--- config.mk ---
export PLATFORM = sky130hd
export DESIGN_NAME = lsfc_front
export DESIGN_NICKNAME = d
export VERILOG_FILES = /design/src/lateral_state_feedback_controller_assert.svh /design/src/lsfc_pkg.sv /design/src/lsfc_front.sv
export SDC_FILE = /design/constraint.sdc
export NUM_CORES = 1
export LEC_CHECK = 0
export BUFFER_PORTS_ARGS = -buffer_cell sky130_fd_sc_hd__buf_2
export CAP_MARGIN = 20
export CORE_MARGIN = 4
export CORE_UTILIZATION = 50
export CTS_BUF_LIST = sky130_fd_sc_hd__clkbuf_16
export DETAILED_ROUTE_END_ITERATION = 10
export GPL_ROUTABILITY_DRIVEN = 0
export PLACE_DENSITY_LB_ADDON = 0.1
export SLEW_MARGIN = 20
export SYNTH_ARGS = -nofsm -noshare
export SYNTH_HDL_FRONTEND = slang
export SYNTH_SLANG_ARGS = --single-unit
--- constraint.sdc ---
create_clock -name clk -period 4.3 [get_ports clk]
set_input_delay 1.075 -clock clk [delete_from_list [all_inputs] [get_ports clk]]
set_output_delay 1.075 -clock clk [all_outputs]
set_load 0.05 [all_outputs]
--- src/lateral_state_feedback_controller_assert.svh ---
// Assertion macros used by the controller top level.
`ifndef LATERAL_STATE_FEEDBACK_CONTROLLER_ASSERT_SVH
`define LATERAL_STATE_FEEDBACK_CONTROLLER_ASSERT_SVH

// The consequent must hold in the same cycle as the trigger.
`define LSFC_ASSERT_SAME(label, clk, rst, trig, cons, msg) \
  label: assert property (@(posedge clk) disable iff (rst) (trig) |-> (cons)) else $error(msg);

// The consequent must hold in the cycle after the trigger.
`define LSFC_ASSERT_NEXT(label, clk, rst, trig, cons, msg) \
  label: assert property (@(posedge clk) disable iff (rst) (trig) |=> (cons)) else $error(msg);

`endif

--- src/lsfc_pkg.sv ---
package lsfc_pkg;

  localparam int SCENARIOS_DEF = 4;
  localparam int SET_SIZE = 83;
  localparam int OFS_T = 0;
  localparam int OFS_K = 36;
  localparam int OFS_PHI = 41;
  localparam int OFS_GAMMA = 77;

  typedef enum logic {
    CMD_LOAD = 1'b0,
    CMD_STEP = 1'b1
  } cmd_t;

  // One classified item handed from the front end to the back end.
  typedef struct packed {
    logic               is_step;
    logic [1:0]         scenario;
    logic [6:0]         coef_index;
    logic signed [31:0] value;
    logic               first_step;
  } work_t;

  typedef enum logic [2:0] {
    ST_IDLE,
    ST_RUN,
    ST_WAIT,
    ST_OUT
  } back_state_t;

  // Saturate a 64-bit signed sum to 32 bits.
  function automatic logic signed [31:0] sat32(input logic signed [63:0] v);
    logic signed [31:0] r;
    if (v > 64'sd2147483647) r = 32'sh7fffffff;
    else if (v < -64'sd2147483648) r = 32'sh80000000;
    else r = v[31:0];
    return r;
  endfunction

  function automatic logic is_sat(input logic signed [63:0] v);
    return (v > 64'sd2147483647) || (v < -64'sd2147483648);
  endfunction

endpackage

--- src/lsfc_front.sv ---
module lsfc_front #(
  parameter int SCENARIOS = lsfc_pkg::SCENARIOS_DEF
) (
  input  logic                 clk,
  input  logic                 rst,
  input  logic                 in_valid,
  output logic                 in_ready,
  input  logic                 command,
  input  logic [1:0]           scenario,
  input  logic [6:0]           coef_index,
  input  logic signed [31:0]   coef_value,
  input  logic signed [31:0]   measurement,
  input  logic                 first_step,
  output logic                 q_valid,
  input  logic                 q_ready,
  output lsfc_pkg::work_t      q_item
);
  import lsfc_pkg::*;

  // Two-entry queue; items that do nothing are dropped here.
  work_t      mem [2];
  logic       wr_ptr;
  logic       rd_ptr;
  logic [1:0] count;
  logic       keep;
  logic       push;
  logic       pop;
  work_t      item;

  always_comb begin
    item.is_step    = (command == CMD_STEP);
    item.scenario   = scenario;
    item.coef_index = coef_index;
    item.value      = (command == CMD_STEP) ? measurement : coef_value;
    item.first_step = first_step;
    keep = ({30'd0, scenario} < SCENARIOS) &&
           ((command == CMD_STEP) || (coef_index < 7'(SET_SIZE)));
  end

  assign in_ready = (count != 2'd2);
  assign push     = in_valid && in_ready && keep;
  assign q_valid  = (count != 2'd0);
  assign pop      = q_valid && q_ready;
  assign q_item   = mem[rd_ptr];

  always_ff @(posedge clk) begin
    if (push) mem[wr_ptr] <= item;
  end

  always_ff @(posedge clk) begin
    if (rst) begin
      wr_ptr <= 1'b0;
      rd_ptr <= 1'b0;
      count  <= 2'd0;
    end else begin
      if (push) wr_ptr <= ~wr_ptr;
      if (pop) rd_ptr <= ~rd_ptr;
      count <= count + {1'b0, push} - {1'b0, pop};
    end
  end
endmodule

==> impl_metrics.tcl, run 1 <==
set metrics [dict create \
    top_layer "met4" \
    setup_viol 0 \
    clock_skew_ns 0.00639 \
    cts_root_buf "clkbuf_16" \
    status "finished, final reports clean" \
    grt-ovfl-total 0 \
    cts_made_buffers 9 \
    cpMaxStageDelayCell "dfxtp_2" \
    syn-cell-area_sq_um 3770 \
    min_period_ns 3.10 \
    fin_area_sq_um 4760 \
    diodes 0 \
    cts_buffer_depth 2 \
    tightest_slew_ns 1.07 \
    vias 2135 \
    switchingPower_w 0.00118 \
    hpwl_um 4650 \
    timing_worst_setup_path_type "register to primary output" \
    relSlewSlack_pct 28.8 \
    wl_per_cell_um 15.4 \
    coreArea_sq_um 7290 \
    die_area_sq_um 9000 \
    row_count 31 \
    cts.repair.resized 0 \
    route.met3.wl_um 381 \
    seqPwrFrac_pct 40.4 \
    ant_nets 0 \
    regArea_sq_um 2680 \
    drt-total-wl_um 6630 \
    clock_latency_ns 0.32 \
    power_density_nw_per_um2 639 \
    cp.required_ns 3.22 \
    cts_tree "done" \
    netlist_instances 199 \
    slew_violations 0 \
    end_kind "primary output" \
    drt_iter0_markers 82 \
    cts_max_level 3 \
    internal_power_w 0.00186 \
    hold_path.class "register to register" \
    swShare_pct 38.8 \
    ys_ff_latch 91 \
    critical_path.max_fanout 43 \
    cpPeakStageDelay_ns 1.02 \
    grt_use_total_pct 15.2 \
    viasPerCell 4.95 \
    top_level_ports 124 \
    cts_sinks 91 \
    initial_utilization_pct 51.8 \
    power.total_w 0.00304 \
    multiInputGateArea_sq_um 1050 \
    finalSetupTns_ns 0 \
    peakVddDrop_v 0.000427 \
    fillers 558 \
    drive_gt1_share_pct 66.6 \
    grt_setup_unrepaired "no" \
    wl_met2_um 3440 \
    crit_chain "mux2_2 -> buf_2" \
    die_w_um 94.9 \
    grt_max_degree 44 \
    drc 0 \
    antenna_found_initial 0 \
    synth.distinct_cells 21 \
    period_share_pct 72.0 \
    drt_first_pass_iters 4 \
    clk_pin_slew_worst_paths_ns 0.06 \
    drt-met1-wl_um 2730 \
    synth_fp_nets 280 \
    nNetsFinal 408 \
    portBuffers 123 \
    seq_area_frac_synth_pct 71.1 \
    hold_violations 0 \
    yosys_warnings 0 \
    grt_pass1_vias 2198 \
    ff2ff_setup_slack_ns 2.43 \
    dpl_cell_area_sq_um 4500 \
    power_frac_comb_pct 37.5 \
    die_h_um 94.9 \
    worstPathArrival_ns 2.02 \
    max_clock_freq_ghz 0.323 \
    hold_buffers 0 \
    grt_pass1_wl_um 10300 \
    area_growth_pct 26.3 \
    drv_cap 0 \
    clockPowerShare_pct 22.1 \
    post-cts-setup-buffers 0 \
    syn_area_per_cell_sq_um 19.0 \
    cellLeakagePower_nw 1.85 \
    critPathLaunchType "register" \
]
[registers in the layout, indices dropped and copies added, names as in the netlist, named ones only]
signal / count
mem: 86
count: 2
rd_ptr: 1
wr_ptr: 1
[worst paths after layout]
path                                        endpoint                start  cells after the start
worst max-delay path                       q_item[1]             register                      2
worst min-delay path             rd_ptr$_SDFFE_PP0P_  rd_ptr$_SDFFE_PP0P_                      2
worst min register to register   rd_ptr$_SDFFE_PP0P_  rd_ptr$_SDFFE_PP0P_                      2
worst max register to register  mem[1][22]$_DFFE_PP_  count[0]$_SDFF_PP0_                      4
[cells in the final DEF (no fill, tap or decap), drive strengths merged]
| cell type | netlist | final |
|---|---|---|
| mux2 | 76 | 76 |
| o21a | 1 | 1 |
| clkbuf | 0 | 9 |
| dfxtp | 5 | 5 |
| nor2 | 7 | 7 |
| nand3b | 2 | 2 |
| clkinvlp | 0 | 2 |
| ha | 2 | 2 |
| a211oi | 1 | 1 |
| or2 | 1 | 1 |
| xnor2 | 1 | 1 |
| nor2b | 1 | 1 |
| xor2 | 1 | 1 |
| nor3 | 1 | 1 |
| o2111ai | 1 | 1 |
| and2 | 1 | 1 |
| nand2b | 1 | 1 |
| inv | 2 | 5 |
| buf | 9 | 126 |
| edfxtp | 86 | 86 |
| clkinv | 0 | 2 |
[metrics by stage]
| stage | worst slack [ns] | util (%) | hold WS [ns] | cells |
|---|---|---|---|---|
| floorplan | 0.470 | - | 0.481 | 199 |
| global placement | 1.43 | 61.7 | 0.494 | 415 |
| detailed placement | 1.40 | 61.7 | 0.503 | 415 |
| CTS | 1.16 | 65.3 | 0.527 | 431 |
| global route | 1.12 | 65.3 | 0.576 | 431 |
| finish | 1.20 | 65.3 | 0.517 | 431 |
[layer usage]
layer / global-route usage [%] / up-vias
met5: 0 / -
met4: 5.41 / 0
met3: 3.19 / 8
met2: 27.1 / 69
met1: 18.0 / 1031
li1: - / 1027
[cell families (layout without fill, tap and decap cells)]
kind of cell    Yosys count  after routing  synth area share [%]
compound gates            3              3                  1.23
xor+xnor                  2              2                 0.464
fa+ha+maj                 2              2                 0.663
buf+inv                  11            144                  1.56
flops                    91             91                  71.1
mux                      76             76                  22.8
simple gates             14             14                  2.22
[final cells by class]
cell class | count | area share (%)
inverter | 2 | 0.158
multi-input combinational | 97 | 22.0
clock inverter | 7 | 0.814
clock buffer | 9 | 4.73
sequential | 91 | 56.3
timing repair buffer | 126 | 13.4
tap | 99 | 2.60
[power groups by stage]
| stage | Sequential (W) | Clock [W] | Combinational, W |
|---|---|---|---|
| after floorplan | 0.00118 | 0 | 0.000968 |
| final | 0.00123 | 0.000674 | 0.00114 |
| after CTS | 0.00123 | 0.000688 | 0.00116 |
| after global routing | 0.00125 | 0.000728 | 0.00120 |
| after global placement | 0.00124 | 0 | 0.00115 |
| after detailed placement | 0.00125 | 0 | 0.00115 |
[worst max-delay path: cells and delay by family (launching register included)]
kind	cells	cell delay (ns)
DFF	1	1.02
muxes	1	0.44
buffers and inverters	1	0.21
[cell usage after synthesis, drive strengths merged]
| cell type | n | area (sq um) |
|---|---|---|
| o2111ai | 1 | 26.3 |
| nor2 | 7 | 26.3 |
| nor3 | 1 | 5.00 |
| dfxtp | 5 | 100 |
| inv | 2 | 7.51 |
| mux2 | 76 | 860 |
| nor2b | 1 | 6.26 |
| or2 | 1 | 6.26 |
| nand2b | 1 | 6.26 |
| o21a | 1 | 7.51 |
| edfxtp | 86 | 2580 |
| xor2 | 1 | 8.76 |
| and2 | 1 | 6.26 |
| ha | 2 | 25.0 |
| nand3b | 2 | 27.5 |
| a211oi | 1 | 12.5 |
| xnor2 | 1 | 8.76 |
| buf | 9 | 51.3 |
Power figures use the tool's default switching activity.
==> run 2: changes to the inputs <==
==> constraint.sdc (replaced) <==
create_clock -name clk -period 3.1 [get_ports clk]
set_input_delay 0.775 -clock clk [delete_from_list [all_inputs] [get_ports clk]]
set_output_delay 0.775 -clock clk [all_outputs]
set_load 0.05 [all_outputs]
==> run 2 against run 1 <==
Cell area increased by 1.7%. Routed wire length increased by 1.6%. Via count increased by 0.14%. Total power increased by 45%. First-iteration DRC count decreased by 6.1%. Utilization increased by 1.1 points. Sequential power increased by 34%. Clock-buffer cell count unchanged. Cell count increased by 0.93%.
==> impl_metrics.tcl, run 2 (synthesis gave the netlist of run 1 again) <==
set metrics [dict create \
    post-route-util_pct 66.5 \
    worstPathArrival_ns 1.88 \
    crit_chain "buf_4 -> mux2_2 -> buf_2" \
    largest_register_ffs 86 \
    holdPathStages 2 \
    antenna_found_initial 0 \
    hold_violations 0 \
    min_period_ns 2.66 \
    hpwl_um 4760 \
    clock_latency_ns 0.33 \
    grt_use_total_pct 15.6 \
    fillers 551 \
    grt-ovfl-total 0 \
    drive_gt1_share_pct 67.6 \
    viasPerCell 4.91 \
    coreArea_sq_um 7290 \
    diodes 0 \
    reg2reg_depth 8 \
    r2r-start "count[0]$_SDFF_PP0_" \
    timing_worst_setup_path_type "register to primary output" \
    top_register "mem" \
    top_regs "mem: 86 flops, count: 2 flops" \
    clock_skew_ns 0.00810 \
    cts_tree "done" \
    die_w_um 94.9 \
    most-common-layout-cells "buf_2 (123), edfxtp_1 (86), mux2_2 (75)" \
    peakVddDrop_v 0.000503 \
    hold_buffers 0 \
    power_density_nw_per_um2 913 \
    max_clock_freq_ghz 0.376 \
    grt_max_degree 35 \
    drv_cap 0 \
    relSlewSlack_pct 69.4 \
    area_growth_pct 28.4 \
    portBuffers 123 \
    fin_ws_ns 0.443 \
    final_common_cell "buf_2" \
    hold_path.class "register to register" \
    cp.required_ns 2.32 \
    cts_root_buf "clkbuf_16" \
    cpMaxStageDelayCell "dfxtp_2" \
    post-cts-setup-buffers 0 \
    ff2ff_setup_slack_ns 1.29 \
    grt_setup_unrepaired "no" \
    drt_iter0_markers 77 \
    row_count 31 \
    die_area_sq_um 9000 \
    cts_buffer_depth 2 \
    period_share_pct 85.7 \
    wl_per_cell_um 15.5 \
    end_kind "primary output" \
    status "finished, final reports clean" \
    fin_area_sq_um 4850 \
    cts_made_buffers 9 \
    initial_utilization_pct 51.8 \
    top_level_ports 124 \
    cts_max_level 3 \
    cellLeakagePower_nw 1.89 \
    critical_path.max_fanout 20 \
    nNetsFinal 413 \
    r2r-end "count[1]$_SDFF_PP0_" \
    setup_viol 0 \
    clk_pin_slew_worst_paths_ns 0.06 \
    cts.repair.resized 0 \
    grt_pass1_vias 2214 \
    cts_sinks 91 \
    vias 2138 \
    critPathLaunchType "register" \
    ant_nets 0 \
    drt-total-wl_um 6740 \
    tightest_slew_ns 0.460 \
    cpPeakStageDelay_ns 0.61 \
    post-place-ws_ns 0.614 \
    grt_pass1_wl_um 10400 \
    hold_start "rd_ptr$_SDFFE_PP0P_" \
    drc 0 \
    dpl_cell_area_sq_um 4540 \
    die_h_um 94.9 \
    drt_first_pass_iters 4 \
    slew_violations 0 \
]
-- run 2: cell types whose count changed in the layout (fill, tap and decap cells not counted) --
cell        change
bufinv_16       +2
clkinv_1        -1
clkinvlp_4      -1
buf_4           +5
inv_1           -1
-- run 2: layout make-up --
cell class / count / area, sq um / share of cell area, %
Sequential cell: 91 / 2680 / 55.4
Multi-Input combinational cell: 97 / 1050 / 21.6
Timing Repair Buffer: 131 / 676 / 13.9
Clock buffer: 9 / 225 / 4.65
Tap cell: 99 / 124 / 2.56
Clock inverter: 6 / 83.8 / 1.73
Inverter: 2 / 7.51 / 0.155
-- run 2: report_power, final --
| group | switching [W] | internal, W | total, W |
|---|---|---|---|
| combinational | 0.00115 | 0.000511 | 0.00167 |
| sequential | 0.0000845 | 0.00156 | 0.00165 |
| clock | 0.000415 | 0.000696 | 0.00111 |
| total | 0.00165 | 0.00277 | 0.00442 |
-- run 2: per-stage QoR --
step	power [W]	hold slack, ns	instances	TNS [ns]
2_1_floorplan	0.00297	0.481	199	-36.96
3_3_place_gp	0.00335	0.501	420	0
3_5_place_dp	0.00336	0.502	420	0
4_1_cts	0.00448	0.516	435	0
5_1_grt	0.00461	0.538	435	0
6_report	0.00442	0.511	435	0
-- run 2: worst max-delay path by stage --
stage          cells after the start                   to  slack [ns]     startpoint
2_1_floorplan                      3  mem[0][0]$_DFFE_PP_       -0.43  coef_index[0]
3_3_place_gp                       9  count[1]$_SDFF_PP0_        0.68  coef_index[0]
3_5_place_dp                       9  count[1]$_SDFF_PP0_        0.61  coef_index[0]
4_1_cts                            3           q_item[29]        0.39       register
5_1_grt                            3           q_item[32]        0.33       register
6_report                           3           q_item[29]        0.44       register
-- run 2: routing by layer --
metal / share of wire, % / vias to the layer above / GRT usage, % / wire length, um
met4: 1.3 / 0 / 7.21 / 86
met2: 52 / 71 / 26.8 / 3480
met1: 41 / 1020 / 18.6 / 2770
met3: 5.9 / 10 / 3.59 / 400
li1: - / 1037 / - / -
met5: 0 / - / 0 / 0
-- run 2: critical path, delay by kind of cell (launching register included) --
kind                   cells  cell delay [ns]
buffers and inverters      2             0.55
multiplexers               1             0.37
flip-flops                 1             0.61
